`src/sv/ile_pkg.sv`:
```
// Shared types, codes and tree sizing functions for the indexed list engine.
package ile_pkg;

  localparam int CAPACITY_DEF = 1024;
  localparam int DATA_W       = 32;
  localparam int POS_W        = 16;
  localparam int ACT_W        = 3;
  localparam int STAT_W       = 2;
  localparam int TREE_RADIX   = 16;

  localparam logic [ACT_W-1:0] ACT_READ       = 3'd0;
  localparam logic [ACT_W-1:0] ACT_INS_FRONT  = 3'd1;
  localparam logic [ACT_W-1:0] ACT_APPEND     = 3'd2;
  localparam logic [ACT_W-1:0] ACT_INS_POS    = 3'd3;
  localparam logic [ACT_W-1:0] ACT_DELETE     = 3'd4;

  localparam logic [STAT_W-1:0] STAT_DONE  = 2'd0;
  localparam logic [STAT_W-1:0] STAT_RANGE = 2'd1;
  localparam logic [STAT_W-1:0] STAT_FULL  = 2'd2;

  typedef enum logic [1:0] {
    OP_NONE,
    OP_INSERT,
    OP_DELETE,
    OP_READ
  } cell_op_e;

  function automatic int tree_levels(input int n);
    int lv;
    int span;
    lv   = 1;
    span = TREE_RADIX;
    while (span < n) begin
      span = span * TREE_RADIX;
      lv   = lv + 1;
    end
    return lv;
  endfunction

  function automatic int level_size(input int n, input int lv);
    int s;
    s = n;
    for (int k = 0; k < lv; k++) begin
      s = (s + TREE_RADIX - 1) / TREE_RADIX;
    end
    return s;
  endfunction

  function automatic int level_offset(input int n, input int lv);
    int off;
    off = 0;
    for (int k = 1; k < lv; k++) begin
      off = off + level_size(n, k);
    end
    return off;
  endfunction

  function automatic int tree_nodes(input int n);
    return level_offset(n, tree_levels(n) + 1);
  endfunction

endpackage

```
`src/sv/ile_cell.sv`:
```
// One list cell: holds one entry and shifts with its neighbors on insert and delete.
module ile_cell import ile_pkg::*; #(
  parameter int IDX_W = 10,
  parameter int INDEX = 0
) (
  input  logic              clk_i,
  input  cell_op_e          op_i,
  input  logic [IDX_W-1:0]  pos_i,
  input  logic [DATA_W-1:0] ins_value_i,
  input  logic [DATA_W-1:0] left_i,
  input  logic [DATA_W-1:0] right_i,
  output logic [DATA_W-1:0] value_o,
  output logic [DATA_W-1:0] tap_o
);

  localparam logic [IDX_W-1:0] MyIdx = IDX_W'(INDEX);

  logic [DATA_W-1:0] value_q;
  logic [DATA_W-1:0] value_d;

  always_comb begin
    value_d = value_q;
    unique case (op_i)
      OP_INSERT: begin
        if (MyIdx > pos_i) begin
          value_d = left_i;
        end else if (MyIdx == pos_i) begin
          value_d = ins_value_i;
        end
      end
      OP_DELETE: begin
        if (MyIdx >= pos_i) begin
          value_d = right_i;
        end
      end
      OP_READ: value_d = value_q;
      OP_NONE: value_d = value_q;
    endcase
  end

  always_ff @(posedge clk_i) begin
    value_q <= value_d;
  end

  assign value_o = value_q;
  assign tap_o   = (op_i == OP_READ && MyIdx == pos_i) ? value_q : '0;

endmodule

```
`config.mk`:
```
export PLATFORM = sky130hd
export DESIGN_NAME = ile_cell
export DESIGN_NICKNAME = d
export VERILOG_FILES = /design/src/sv/ile_pkg.sv /design/src/sv/ile_cell.sv
export SDC_FILE = /design/constraint.sdc
export NUM_CORES = 1
export LEC_CHECK = 0
export BUFFER_PORTS_ARGS = -buffer_cell sky130_fd_sc_hd__buf_2
export CAP_MARGIN = 10
export CORE_ASPECT_RATIO = 1.25
export CORE_MARGIN = 1
export CORE_UTILIZATION = 39
export CTS_BUF_LIST = sky130_fd_sc_hd__clkbuf_4
export DETAILED_ROUTE_END_ITERATION = 6
export PLACE_DENSITY = 0.9
export SYNTH_ARGS = -nofsm -noshare
export SYNTH_HDL_FRONTEND = slang
export SYNTH_SLANG_ARGS = --single-unit
```
`constraint.sdc`:
```
create_clock -name clk_i -period 6.4 [get_ports clk_i]
set_clock_uncertainty 0.2 [all_clocks]
set_input_delay 0.32 -clock clk_i [delete_from_list [all_inputs] [get_ports clk_i]]
set_output_delay 0.32 -clock clk_i [all_outputs]
set_load 0.1 [all_outputs]
```
==> impl_metrics.py <==
metrics = {
    "status": {
        "status": "finished, final reports clean",
    },
    "placement": {
        "gp_congestion": 0.6806,
        "dp_hpwl_um": 2945,
        "dpl_worst_slack_ns": 3.936,
        "port_buffers": 140,
        "dpl.cell_count": 305,
    },
    "yosys": {
        "syn_area_sq_um": 1673,
        "ys_ff_latch": 32,
        "synth_fa_ha_area_share_pct": 2.244,
        "ys_top_cells_by_area": "edfxtp_1 (57%), mux2_2 (22%), and2_1 (12%), ha_1 (2.2%), buf_6 (2.0%)",
        "synthSimpleGateAreaFrac_pct": 14.81,
        "synth_mux_area_share_pct": 21.54,
        "ys_async_sr_fraction_pct": 0,
        "synth_edf_count": 32,
        "synth.distinct_cells": 12,
        "synthCells": 115,
        "synth_compound_area_share_pct": 0.3740,
        "synth_top_family_by_area": "multiplexers",
        "syn_nets": 227,
        "synth_ff_type": "edfxtp_1",
        "synth_xor_area_share_pct": 0,
        "synth_top_cell_by_area": "edfxtp_1",
        "synth_warnings": 0,
        "yosys-top-cells-count": "and2_1 (32), edfxtp_1 (32), mux2_2 (32)",
        "syn_area_per_cell_sq_um": 14.55,
        "ys_seq_area_share_pct": 57.44,
        "synth_top_area_share_pct": 57.44,
    },
    "cts": {
        "cts_made_buffers": 5,
        "clk_pin_slew_ns": 0.10,
        "postCtsSetupRepairBufs": 0,
        "cts_resized": 0,
        "ctsHoldBuffers": 0,
        "clk_root_buffer_cell": "clkbuf_4",
        "ctsHtreeMaxLevel": 2,
        "clockBufferDepth": 2,
        "cts_tree": "yes",
        "clock_sinks": 32,
    },
    "grt": {
        "grt-ovfl-total": 0,
        "grt_max_degree": 34,
        "grt_pass1_wl_um": 5554,
        "grt_usage_pct": 16.95,
        "grt_pass1_vias": 1293,
        "grt_antenna_before_repair": 0,
    },
    "floorplanning": {
        "num_io_pins": 173,
        "die_y_um": 75.23,
        "dieArea_sq_um": 4557,
        "fp-row-count": 26,
        "core_area_sq_um": 4099,
        "die_x_um": 60.58,
        "start_util_pct": 40.81,
    },
    "drt": {
        "avgViaCountPerCell": 4.575,
        "ant_nets": 0,
        "drc": 0,
        "firstDrtPassIters": 4,
        "drt-total-wl_um": 3838,
        "vias": 1432,
        "drtIter0Drc": 19,
        "wire_per_inst_um": 12.26,
    },
    "setup_path": {
        "crit_path_max_incr_delay_ns": 0.45,
        "critical_path_class": "primary input to output port",
        "path_cells": "buf_2, nor4_2, and4_4, and2_1, buf_2",
        "critPathBufInv": 2,
        "path_delay_family": "simple AND/OR/NAND/NOR gates",
        "cp.arrival_ns": 1.82,
        "critPathSlowestCell": "and4_4",
        "worstSetupEndpointType": "output port",
        "crit_path_start_kind": "primary input",
        "crit_path_max_fanout": 32,
        "crit_path_frequent_cell": "buf_2",
        "required_ns": 5.88,
    },
    "cells_and_area": {
        "diodes": 0,
        "final_cells": 313,
        "num-nets-final": 368,
        "drive_gt1_share_pct": 71.21,
        "largest_register_ffs": 32,
        "syn_to_final_growth_pct": 48.32,
    },
    "min_path": {
        "whs_endpoint": "value_o[16]",
        "min_path_type": "primary input to flop",
        "holdPathStages": 2,
        "worstHoldStart": "right_i[16]",
    },
    "timing": {
        "rsz0062_at_grt": "no",
        "worstMarginPinSlew_ns": 0.8668,
        "setup_viol": 0,
        "fmax_mhz": 427.6,
        "whs_ns": 0.08911,
        "hold_viol_final": 0,
        "fin_crit_sh_pct": 36.54,
        "fin_tns_setup_ns": 0,
        "setup_ws_ns": 4.061,
        "finalCriticalPeriod_ns": 2.339,
        "drv_slew": 0,
        "max_slew_margin_pct": 42.07,
    },
    "pwr": {
        "p_per_area_nw_per_um2": 273.5,
        "leakage_nw": 1.215,
        "total_power_uw": 678.7,
        "max-vdd-ir-drop_mv": 0.1598,
    },
    "run": {
        "max-cap-violations": 0,
    },
}
==> metrics by stage <==
| step | instance area, sq um | util, % |
|---|---|---|
| CTS | 2481 | 60.53 |
| global route | 2481 | 60.53 |
| floorplan | 1673 | - |
| detailed placement | 2406 | 58.70 |
| finish | 2481 | 60.53 |
| global placement | 2406 | 58.70 |
==> worst max path at each step <==
stage / from / to / slack (ns) / cells past startpoint
global placement: op_i[0] / value_o[17] / 3.99 / 7
floorplan: op_i[0] / value_o[0] / 3.41 / 7
finish: pos_i[1] / tap_o[17] / 4.06 / 5
CTS: pos_i[1] / tap_o[17] / 4.05 / 5
global route: pos_i[1] / tap_o[17] / 3.99 / 5
detailed placement: op_i[0] / value_o[14] / 3.94 / 7
==> kinds of logic (layout without fill, tap and decap cells) <==
kind of cell,Yosys count,count (layout)
and+or+nand+nor,38,38
adders and majority gates,3,3
muxes,32,32
buffers and inverters,9,151
DFF,32,32
AOI/OAI and AO/OA,1,1
==> final cells by class <==
cell class              count  area [sq um]
clock buffers               5         37.54
clock inverters             3         37.54
fillers                   355          1618
inverters                   2         7.507
multi-input cells          74         659.4
flip-flops and latches     32         960.9
well taps                  56         70.07
repair buffers            141         708.2
==> placed cells by master, fill, tap and decap left out <==
| cell | count |
|---|---|
| a31oi_1 | 1 |
| and2_1 | 32 |
| and4_4 | 1 |
| buf_2 | 140 |
| buf_4 | 1 |
| bufinv_16 | 1 |
| clkbuf_4 | 5 |
| clkinv_1 | 2 |
| edfxtp_1 | 32 |
| ha_1 | 3 |
| inv_1 | 2 |
| mux2_2 | 32 |
| nor2_1 | 2 |
| nor2_4 | 1 |
| nor4_2 | 2 |
==> layer usage <==
| layer | vias up | part of all wire, % | wire [um] | track usage [%] |
|---|---|---|---|---|
| met3 | 5 | 7.9 | 302 | 4.124 |
| met5 | - | 0 | 0 | 0 |
| met1 | 649 | 37 | 1415 | 17.39 |
| met2 | 84 | 53 | 2053 | 32.23 |
| met4 | 0 | 1.7 | 67 | 6.818 |
| li1 | 694 | - | - | - |
==> power breakdown <==
| group | internal, mW | switching (mW) |
|---|---|---|
| logic | 0.0485 | 0.212 |
| registers | 0.262 | 0.0105 |
| clock network | 0.0797 | 0.0664 |
| total | 0.390 | 0.288 |
No activity file was read; power rests on OpenSTA's default activity.
